File: config.mk
export PLATFORM = sky130hd
export DESIGN_NAME = qoi_chunk_decoder
export DESIGN_NICKNAME = d
export VERILOG_FILES = /design/src/rtl/qcd_pkg.sv /design/src/rtl/qcd_ram.sv /design/src/rtl/qcd_op_decode.sv /design/src/rtl/qoi_chunk_decoder.sv
export SDC_FILE = /design/constraint.sdc
export NUM_CORES = 2
export LEC_CHECK = 0
export BUFFER_PORTS_ARGS = -buffer_cell sky130_fd_sc_hd__buf_2
export CAP_MARGIN = 5
export CORE_AREA = 2 2 567 569
export CTS_BUF_LIST = sky130_fd_sc_hd__clkbuf_4
export DETAILED_ROUTE_END_ITERATION = 12
export DIE_AREA = 0 0 569 571
export PLACE_DENSITY_LB_ADDON = 0.08
export SYNTH_ARGS = -nofsm -noshare
export SYNTH_HDL_FRONTEND = slang
export SYNTH_SLANG_ARGS = --single-unit
File: constraint.sdc
create_clock -name i_clk -period 35.9 [get_ports i_clk]
set_input_delay 7.18 -clock i_clk [delete_from_list [all_inputs] [get_ports i_clk]]
set_output_delay 7.18 -clock i_clk [all_outputs]
set_load 0.02 [all_outputs]
File: src/rtl/qcd_pkg.sv
package qcd_pkg;

    localparam int IDX_DEPTH = 64;
    localparam int IDX_AW    = 6;
    localparam int PIX_W     = 32;

    localparam logic [7:0] OP_RGB  = 8'hFE;
    localparam logic [7:0] OP_RGBA = 8'hFF;

    localparam logic [1:0] TAG_INDEX = 2'b00;
    localparam logic [1:0] TAG_DIFF  = 2'b01;
    localparam logic [1:0] TAG_LUMA  = 2'b10;
    localparam logic [1:0] TAG_RUN   = 2'b11;

    localparam logic [1:0] PEND_NONE = 2'd0;
    localparam logic [1:0] PEND_RGB  = 2'd1;
    localparam logic [1:0] PEND_RGBA = 2'd2;
    localparam logic [1:0] PEND_LUMA = 2'd3;

    localparam logic [7:0] LUMA_BIAS = 8'd32;

    typedef struct packed {
        logic [7:0] r;
        logic [7:0] g;
        logic [7:0] b;
        logic [7:0] a;
    } t_pixel;

    localparam t_pixel PIX_RESET = '{r: 8'd0, g: 8'd0, b: 8'd0, a: 8'd255};

    typedef struct packed {
        logic [1:0] pend;
        logic [2:0] left;
        t_pixel     partial;
        logic [5:0] luma_diff;
        t_pixel     prev;
    } t_dec_state;

    typedef struct packed {
        t_dec_state       next;
        t_pixel           pixel;
        logic             emit;
        logic             is_run;
        logic [5:0]       run_arg;
        logic             wr_en;
        logic [IDX_AW-1:0] wr_addr;
    } t_dec_out;

    function automatic logic [IDX_AW-1:0] pixel_slot(input t_pixel p);
        logic [IDX_AW-1:0] s;
        s = IDX_AW'(p.r[5:0] * 6'd3) + IDX_AW'(p.g[5:0] * 6'd5)
          + IDX_AW'(p.b[5:0] * 6'd7) + IDX_AW'(p.a[5:0] * 6'd11);
        return s;
    endfunction

endpackage

File: src/rtl/qcd_ram.sv
module qcd_ram #(
    parameter int WIDTH = 32,
    parameter int DEPTH = 64
) (
    input  logic                     i_clk,
    input  logic                     i_we,
    input  logic [$clog2(DEPTH)-1:0] i_waddr,
    input  logic [WIDTH-1:0]         i_wdata,
    input  logic                     i_re,
    input  logic [$clog2(DEPTH)-1:0] i_raddr,
    output logic [WIDTH-1:0]         o_rdata
);

    logic [WIDTH-1:0] r_mem [DEPTH];
    logic [WIDTH-1:0] r_rdata;

    always_ff @(posedge i_clk) begin
        if (i_we) begin
            r_mem[i_waddr] <= i_wdata;
        end
        if (i_re) begin
            r_rdata <= r_mem[i_raddr];
        end
    end

    assign o_rdata = r_rdata;

endmodule

File: src/rtl/qcd_op_decode.sv
module qcd_op_decode
    import qcd_pkg::*;
(
    input  logic [7:0] i_byte,
    input  t_dec_state i_state,
    input  t_pixel     i_idx_pixel,
    output t_dec_out   o_dec
);

    logic [2:0] total;
    logic [1:0] chan_sel;
    t_pixel     part;
    logic [7:0] vg;
    t_pixel     pix;
    logic       finish;

    always_comb begin
        o_dec          = '0;
        o_dec.next     = i_state;
        o_dec.run_arg  = i_byte[5:0];
        pix            = i_state.prev;
        finish         = 1'b0;
        total          = (i_state.pend == PEND_RGB) ? 3'd3 : 3'd4;
        chan_sel       = 2'(total - i_state.left);
        part           = i_state.partial;
        vg             = 8'({2'b00, i_state.luma_diff}) - LUMA_BIAS;

        unique case (i_state.pend)
            PEND_RGB, PEND_RGBA: begin
                unique case (chan_sel)
                    2'd0: part.r = i_byte;
                    2'd1: part.g = i_byte;
                    2'd2: part.b = i_byte;
                    default: part.a = i_byte;
                endcase
                o_dec.next.partial = part;
                o_dec.next.left    = i_state.left - 3'd1;
                if (o_dec.next.left == 3'd0) begin
                    o_dec.next.pend = PEND_NONE;
                    pix             = part;
                    finish          = 1'b1;
                end
            end
            PEND_LUMA: begin
                pix.r           = i_state.prev.r + vg - 8'd8 + {4'b0000, i_byte[7:4]};
                pix.g           = i_state.prev.g + vg;
                pix.b           = i_state.prev.b + vg - 8'd8 + {4'b0000, i_byte[3:0]};
                o_dec.next.pend = PEND_NONE;
                o_dec.next.left = 3'd0;
                finish          = 1'b1;
            end
            default: begin
                if (i_byte == OP_RGB || i_byte == OP_RGBA) begin
                    o_dec.next.pend    = (i_byte == OP_RGB) ? PEND_RGB : PEND_RGBA;
                    o_dec.next.left    = (i_byte == OP_RGB) ? 3'd3 : 3'd4;
                    o_dec.next.partial = i_state.prev;
                end else begin
                    unique case (i_byte[7:6])
                        TAG_DIFF: begin
                            pix.r  = i_state.prev.r + {6'd0, i_byte[5:4]} - 8'd2;
                            pix.g  = i_state.prev.g + {6'd0, i_byte[3:2]} - 8'd2;
                            pix.b  = i_state.prev.b + {6'd0, i_byte[1:0]} - 8'd2;
                            finish = 1'b1;
                        end
                        TAG_LUMA: begin
                            o_dec.next.pend      = PEND_LUMA;
                            o_dec.next.left      = 3'd1;
                            o_dec.next.luma_diff = i_byte[5:0];
                        end
                        TAG_RUN: begin
                            o_dec.emit  = 1'b1;
                            o_dec.is_run = 1'b1;
                            o_dec.wr_en = 1'b1;
                        end
                        default: begin
                            pix    = i_idx_pixel;
                            finish = 1'b1;
                        end
                    endcase
                end
            end
        endcase

        if (finish) begin
            o_dec.emit      = 1'b1;
            o_dec.wr_en     = 1'b1;
            o_dec.next.prev = pix;
        end
        o_dec.pixel   = pix;
        o_dec.wr_addr = pixel_slot(pix);
    end

endmodule

File: src/rtl/qoi_chunk_decoder.sv
// Decodes the chunk bytes of a QOI image, one byte per transaction on the
// input channel, into RGBA pixels, one per transaction on the output channel.
// The header must be stripped before the first byte and the end marker is
// not recognized, so the source stops feeding bytes after the last chunk.
// A byte is taken when i_valid is high and o_stall is low. It sits in one
// decode register, and its pixel is loaded into the output register that
// drives o_valid once that register is empty or i_stall is low.
// Bytes are taken at one per cycle unless the output stalls: RGB, RGBA and
// LUMA operand bytes, op bytes that open them, and INDEX and DIFF ops alike.
// A RUN op holds o_stall high while it emits its 1 to 62 copies of the
// previous pixel, one per cycle unless i_stall holds them; o_end_of_burst
// marks the last copy and is high on every pixel that is not part of a run.
// The 64-entry color index is a RAM read as a byte is taken, ahead of decode;
// a write in the same cycle is forwarded, and per-entry valid bits make
// unwritten entries read as zero, so no clearing pass is needed after reset.
// Reset restores the previous pixel to opaque black, drops any partial op
// and empties both registers. When i_stall is high the output register
// holds its pixel and the block keeps taking bytes until the decode
// register is occupied by a byte whose pixel cannot yet be placed.
module qoi_chunk_decoder
    import qcd_pkg::*;
(
    input  logic       i_clk,
    input  logic       i_rst_n,
    input  logic       i_valid,
    output logic       o_stall,
    input  logic [7:0] i_data_byte,
    output logic       o_valid,
    input  logic       i_stall,
    output logic [7:0] o_red,
    output logic [7:0] o_green,
    output logic [7:0] o_blue,
    output logic [7:0] o_alpha,
    output logic       o_end_of_burst
);

    t_dec_state          r_st;
    logic                r_a_valid;
    logic [7:0]          r_a_byte;
    logic [5:0]          r_run_cnt;
    logic [IDX_DEPTH-1:0] r_idx_vld;
    logic                r_rd_vld;
    logic                r_fwd_hit;
    t_pixel              r_fwd_data;
    logic                r_o_valid;
    t_pixel              r_o_pix;
    logic                r_o_eob;

    t_dec_out            dec;
    t_pixel              ram_rdata;
    t_pixel              idx_pixel;
    logic                in_accept;
    logic                out_ready;
    logic                a_step;
    logic                a_last;
    logic                a_done;
    logic                ram_we;

    assign in_accept = i_valid && !o_stall;
    assign out_ready = !r_o_valid || !i_stall;
    assign a_step    = r_a_valid && (!dec.emit || out_ready);
    assign a_last    = !dec.is_run || (r_run_cnt == dec.run_arg);
    assign a_done    = a_step && a_last;
    assign o_stall   = r_a_valid && !a_done;
    assign ram_we    = a_done && dec.wr_en;

    assign idx_pixel = r_fwd_hit ? r_fwd_data : (r_rd_vld ? ram_rdata : '0);

    qcd_ram #(
        .WIDTH (PIX_W),
        .DEPTH (IDX_DEPTH)
    ) u_index (
        .i_clk   (i_clk),
        .i_we    (ram_we),
        .i_waddr (dec.wr_addr),
        .i_wdata (dec.pixel),
        .i_re    (in_accept),
        .i_raddr (i_data_byte[IDX_AW-1:0]),
        .o_rdata (ram_rdata)
    );

    qcd_op_decode u_decode (
        .i_byte      (r_a_byte),
        .i_state     (r_st),
        .i_idx_pixel (idx_pixel),
        .o_dec       (dec)
    );

    always_ff @(posedge i_clk) begin
        if (!i_rst_n) begin
            r_st.pend      <= PEND_NONE;
            r_st.left      <= 3'd0;
            r_st.partial   <= '0;
            r_st.luma_diff <= 6'd0;
            r_st.prev      <= PIX_RESET;
            r_a_valid      <= 1'b0;
            r_run_cnt      <= 6'd0;
            r_idx_vld      <= '0;
            r_rd_vld       <= 1'b0;
            r_fwd_hit      <= 1'b0;
            r_o_valid      <= 1'b0;
        end else begin
            if (a_done) begin
                r_st <= dec.next;
            end
            if (ram_we) begin
                r_idx_vld[dec.wr_addr] <= 1'b1;
            end
            if (in_accept) begin
                r_a_valid <= 1'b1;
                r_run_cnt <= 6'd0;
                r_rd_vld  <= r_idx_vld[i_data_byte[IDX_AW-1:0]];
                r_fwd_hit <= ram_we && (dec.wr_addr == i_data_byte[IDX_AW-1:0]);
            end else begin
                if (a_done) begin
                    r_a_valid <= 1'b0;
                end
                if (a_step && !a_last) begin
                    r_run_cnt <= r_run_cnt + 6'd1;
                end
            end
            if (a_step && dec.emit) begin
                r_o_valid <= 1'b1;
            end else if (!i_stall) begin
                r_o_valid <= 1'b0;
            end
        end
    end

    always_ff @(posedge i_clk) begin
        if (in_accept) begin
            r_a_byte   <= i_data_byte;
            r_fwd_data <= dec.pixel;
        end
        if (a_step && dec.emit) begin
            r_o_pix <= dec.pixel;
            r_o_eob <= a_last;
        end
    end

    assign o_valid        = r_o_valid;
    assign o_red          = r_o_pix.r;
    assign o_green        = r_o_pix.g;
    assign o_blue         = r_o_pix.b;
    assign o_alpha        = r_o_pix.a;
    assign o_end_of_burst = r_o_eob;

    a_run_holds_input: assert property (@(posedge i_clk) disable iff (!i_rst_n)
        (r_a_valid && dec.is_run && !a_last) |-> o_stall)
        else $error("input taken in the middle of a run");

    a_run_count_bound: assert property (@(posedge i_clk) disable iff (!i_rst_n)
        (r_a_valid && dec.is_run) |-> (r_run_cnt <= dec.run_arg))
        else $error("run counter passed its length");

    a_rgb_left_range: assert property (@(posedge i_clk) disable iff (!i_rst_n)
        (r_st.pend == PEND_RGB) |-> (r_st.left >= 3'd1 && r_st.left <= 3'd3))
        else $error("RGB operand count out of range");

    a_rgba_left_range: assert property (@(posedge i_clk) disable iff (!i_rst_n)
        (r_st.pend == PEND_RGBA) |-> (r_st.left >= 3'd1 && r_st.left <= 3'd4))
        else $error("RGBA operand count out of range");

    a_emit_loads_output: assert property (@(posedge i_clk) disable iff (!i_rst_n)
        (a_step && dec.emit) |=> o_valid)
        else $error("decoded pixel did not reach the output register");

endmodule
## Word level (Yosys, flattened, before mapping)

Memories as Yosys holds them, arrays and structs flattened. A register that Yosys moved wholly into a read port is not among the register bits.
Index checks and enable logic that the tools add are counted.

- Register bits after elaboration: 222
- Latch bits: 0
- Memory bits (writable): 2048
- Bits in read-only memories: 0
- Input port bits: 12
- Logic and storage cells: 153
- Memories kept: 1

Memories:

| memory | words | width | read ports | clocked after Yosys merged registers in | wr ports | RTL line | source |
|---|---|---|---|---|---|---|---|
| u_index.r_mem | 64 | 32 | 1 | 1 | 1 | qcd_ram.sv:14 | `logic [WIDTH-1:0] r_mem [DEPTH];` |

- $add $sub $neg: 20
- Multipliers: 4
- Divide/modulo/power cells: 0
- Order comparisons: 3
- Eq/ne operators: 14
- Shift operators: 0
- Mux-type cells: 43
- Bitwise logic cells: 5
- Reductions and logical operators: 36

Operators by type and width:

| operator | number |
|---|---|
| 32-bit 2-to-1 mux | 5 |
| 24-bit one-hot mux with 2 select lines | 2 |
| 64-bit bitwise OR | 1 |
| 32-bit one-hot mux with 2 select lines | 1 |
| 8-bit 2-to-1 mux | 5 |
| 8-bit by 2-bit adder with 8-bit output | 3 |
| 8-bit adder | 3 |
| 8-bit by 2-bit subtractor with 8-bit output (second input constant) | 3 |
| 6-bit adder | 3 |
| 8-bit by 4-bit adder with 8-bit output | 2 |
| 8-bit equality test (second input constant) | 2 |
| 1-bit 2-to-1 mux | 16 |
| 8-bit one-hot mux with 2 select lines | 1 |
| 8-bit by 4-bit subtractor with 8-bit output (second input constant) | 2 |
| 6-bit by 7-bit < comparator with 1-bit output (second input constant) | 2 |
| 6-bit equality test | 2 |
| 6-bit by 3-bit multiplier with 6-bit output (second input constant) | 2 |
| 2-bit 2-to-1 mux | 6 |
| 2-bit equality test (second input constant) | 5 |
| 5-bit 2-to-1 mux | 2 |
| 5-bit one-hot mux with 2 select lines | 1 |
| 1-bit logical AND | 9 |
| 3-bit OR reduction | 3 |
| 1-bit logical NOT | 7 |
| 23 further kinds | 37 |

## Logic depth before layout (Yosys ltp)

- Word-level depth: 17
- Gate-level depth with buffers: 34
- Depth with buffers taken out: 31

## Modules after synthesis

From an unflattened synthesis, not the netlist that was laid out.

- Cell total of the unflattened synthesis: 4996
- Area, all modules: 93796.2 µm²

By module, submodules not included:

| module | times used | cells an instance | area each (µm²) |
|---|---|---|---|
| qcd_ram | 1 | 3324 | 78835.6 |
| qoi_chunk_decoder | 1 | 785 | 8710.9 |
| qcd_op_decode | 1 | 887 | 6249.7 |

## Least setup slack after synthesis

OpenSTA, ideal clock, no wires.

- Path kind: input-to-output
- From: in i_stall
- To: out o_stall
- Arrival time: 7.827 ns
- Data required time: 28.720 ns
- Path slack: 20.893 ns
- Stages: 4
- Buffers on the path: 0
- Cells stage by stage: nand2_1 a21o_1 nand2_1 and2_1

- Word-level cells in the longest chain between the ends: 7

Ends and longest elaborated chain:

| what | RTL line | source |
|---|---|---|
| start: declaration | qoi_chunk_decoder.sv:29 | `input logic i_stall,` |
| 1-bit logical NOT | - |  |
| 1-bit logical OR | qoi_chunk_decoder.sv:60 | `assign out_ready = !r_o_valid \|\| !i_stall;` |
| 1-bit logical OR | qoi_chunk_decoder.sv:61 | `assign a_step = r_a_valid && (!dec.emit \|\| out_ready);` |
| 1-bit logical AND | qoi_chunk_decoder.sv:61 |  |
| 1-bit logical AND | qoi_chunk_decoder.sv:63 | `assign a_done = a_step && a_last;` |
| 1-bit logical NOT | qoi_chunk_decoder.sv:64 | `assign o_stall = r_a_valid && !a_done;` |
| 1-bit logical AND | qoi_chunk_decoder.sv:64 |  |
| end: declaration | qoi_chunk_decoder.sv:26 | `output logic o_stall,` |

Every way passes these cells.

## Worst setup path after layout

Same ends and word-level chain as after synthesis.

==> metrics.cfg <==
[synthesis]
synth_area_leaders=edfxtp_1, mux4_2, dfxtp_1
syn_inst=4325
async_reset_ff_share_pct=0
synthFlopType=edfxtp_1
synth-edff-count=2153
synth_top_cell_by_area=edfxtp_1
netlist.area_leader.share_pct=70.21
synth_cell_type_count=69
yosysWarnings=0
synth_area_per_cell_um2=21.29
synth.yosys.seq_area_share_pct=73.45
synthesis.area_mm2=0.09209
syn-num-nets=4462
ys_ff_latch=2302

[route]
num_vias=47590
via_per_inst=4.920
drtAntennaViolNets=0
wl_um=299200
wl_per_cell_um=30.94
drt_iter0_markers=3912
drc=0
drt-pass1-iter-count=5

[global_routing]
grt_max_degree=118
grt.total_usage_pct=18.31
grt-ovfl-total=0
antenna_found_initial=27
first_global_vias=50350
grt_pass1_wl_um=413600

[place]
portBuffers=46
dp_hpwl_um=161600
gp_congestion=0.7779
pre_cts_slack_ns=20.49

[floorplan]
core-area_mm2=0.3193
ioPinCount=47
rows=208
initial_core_util_pct=28.84
die-area_mm2=0.3249
chipWidth_um=569
die_h_um=571

[setup_path]
cp_max_fo=7
r2r-start=r_a_byte[2]
crit_required_ns=28.72
startpoint=i_stall
arrival_ns=8.23
end_kind=primary output
critPathLaunchType=input pin
critical_path_class=input pin to primary output

[flow_run]
drv_cap=0

[finish]
final_cell_mix=edfxtp_1, clkbuf_4, mux4_2, buf_4, dfxtp_1
drive_gt1_share_pct=38.61
post-route-util_pct=33.55
final_common_cell=edfxtp_1
syn_to_final_growth_pct=16.34
nets=5078

[clock_network]
htreeDepth=6
cts_resized=0
clkSinkCount=2302
cts_tree=yes
root_buffer=clkbuf_4
cts_setup_buffers=0
clk-insertion-delay-late_ns=1.54
cts.reportedPaths.clkPinSlew_ns=0.06
cts_made_buffers=642
holdBufCountCts=0
clock_path_buffers=4

[sta]
setup_violations=0
worst-slew-pin-transition_ns=1.198
drv_slew=0
setup_ws_ns=20.49
hold_viol=0
rsz0062_at_grt=no
fin_crit_ns=15.41
fin_crit_sh_pct=42.92
setup_tns_ns=0
slew_headroom_pct=19.30
fmax_mhz=64.90
skew_ns=0.1504

[run_status]
status=finished, final reports clean

[hold_path]
hp-class=register to register
hold_start=r_idx_vld[39]

[pwr]
power_density_mw_per_mm2=91.10
total_power_uw=9760
max-vdd-ir-drop_mv=0.8093
power_leakage_uw=0.03469

## final timing paths
check	depth (start not counted)	endpoint	slack, ns
worst min register to register	1	r_idx_vld[39]	0.46
worst min-delay path	1	r_idx_vld[39]	0.46
worst max register to register	27	u_index.r_mem[26][13]	25.24
worst max-delay path	6	o_stall	20.49
## sequential cells by signal, summed over array words and instances, names as in the netlist
name             flops
u_index.r_mem     2048
r_st                75
r_idx_vld           64
r_fwd_data          32
u_index.o_rdata     32
o_alpha              8
o_blue               8
o_green              8
o_red                8
r_a_byte             8
r_run_cnt            6
o_end_of_burst       1
o_valid              1
r_a_valid            1
r_fwd_hit            1
r_rd_vld             1
## metal layers
metal	part of all wire [%]	wire length, µm	up-vias	GRT usage, %
li1	-	-	19830	-
met1	45	133500	25900	24.82
met2	49	146500	1400	30.54
met3	4.3	12960	456	3.025
met4	2.1	6279	4	4.626
met5	0.0090	27	-	0
## stage by stage
step                      cells  area (µm²)  hold slack, ns
after CTS                  9642      107100          0.4632
after global placement     8497       98630          0.4419
after global routing       9652      107100          0.4725
after floorplan            4325       92090          0.4354
after detailed placement   8497       98630          0.4482
final                      9673      107100          0.4595
## synth_stat cells, types with 4 or more instances
cell / count
ha_1: 88
a21boi_0: 18
o22ai_1: 4
dfxtp_1: 149
o21ai_0: 60
o21a_1: 68
o21bai_1: 7
o31ai_1: 4
a211oi_1: 15
o311ai_0: 4
xor2_1: 31
nor2_1: 80
a21oi_1: 101
nand3_1: 13
a22oi_1: 9
nand2_1: 108
o22a_1: 9
clkbuf_1: 202
a221oi_1: 25
or2_2: 5
a221o_1: 13
fa_1: 37
o211ai_1: 10
o221a_2: 26
inv_1: 108
nor3_2: 30
xnor2_1: 43
nor3_1: 41
a31oi_1: 4
nor2b_1: 22
buf_6: 4
mux4_2: 693
buf_1: 39
a21o_1: 14
and2_1: 11
edfxtp_1: 2153
mux2i_1: 28
## cells by family (layout without fill, tap and decap cells)
kind of cell | after synthesis | after routing | synth area share (%)
DFF | 2302 | 2302 | 73.45
muxes | 727 | 727 | 17.35
AOI/OAI and AO/OA | 408 | 408 | 3.109
buffers and inverters | 356 | 1473 | 1.491
and+or+nand+nor | 329 | 329 | 1.800
adders and majority gates | 125 | 125 | 2.000
xor gates and xnor gates | 78 | 78 | 0.8071
other | 0 | 31 | 0
## layout make-up
cell class              instances  area [µm²]
clock inverters               151       968.4
repair buffers                220        1619
flip-flops and latches       2302       67630
multi-input cells            1667       23710
well taps                    4200        5255
clock buffers                 994        7462
inverters                     108       407.9
diodes                         31       77.57
fillers                     30410      212200
## critical path: stages
cell,delay [ns]
buf_2,0.09
nand2_1,0.07
a21o_1,0.19
nand2_1,0.29
and2_1,0.22
buf_2,0.18
## report_power, final
group          switching, µW  internal [µW]
sequential              85.0           3500
combinational           2890            816
clock                   1140           1330
(Power assumes the default switching activity.)
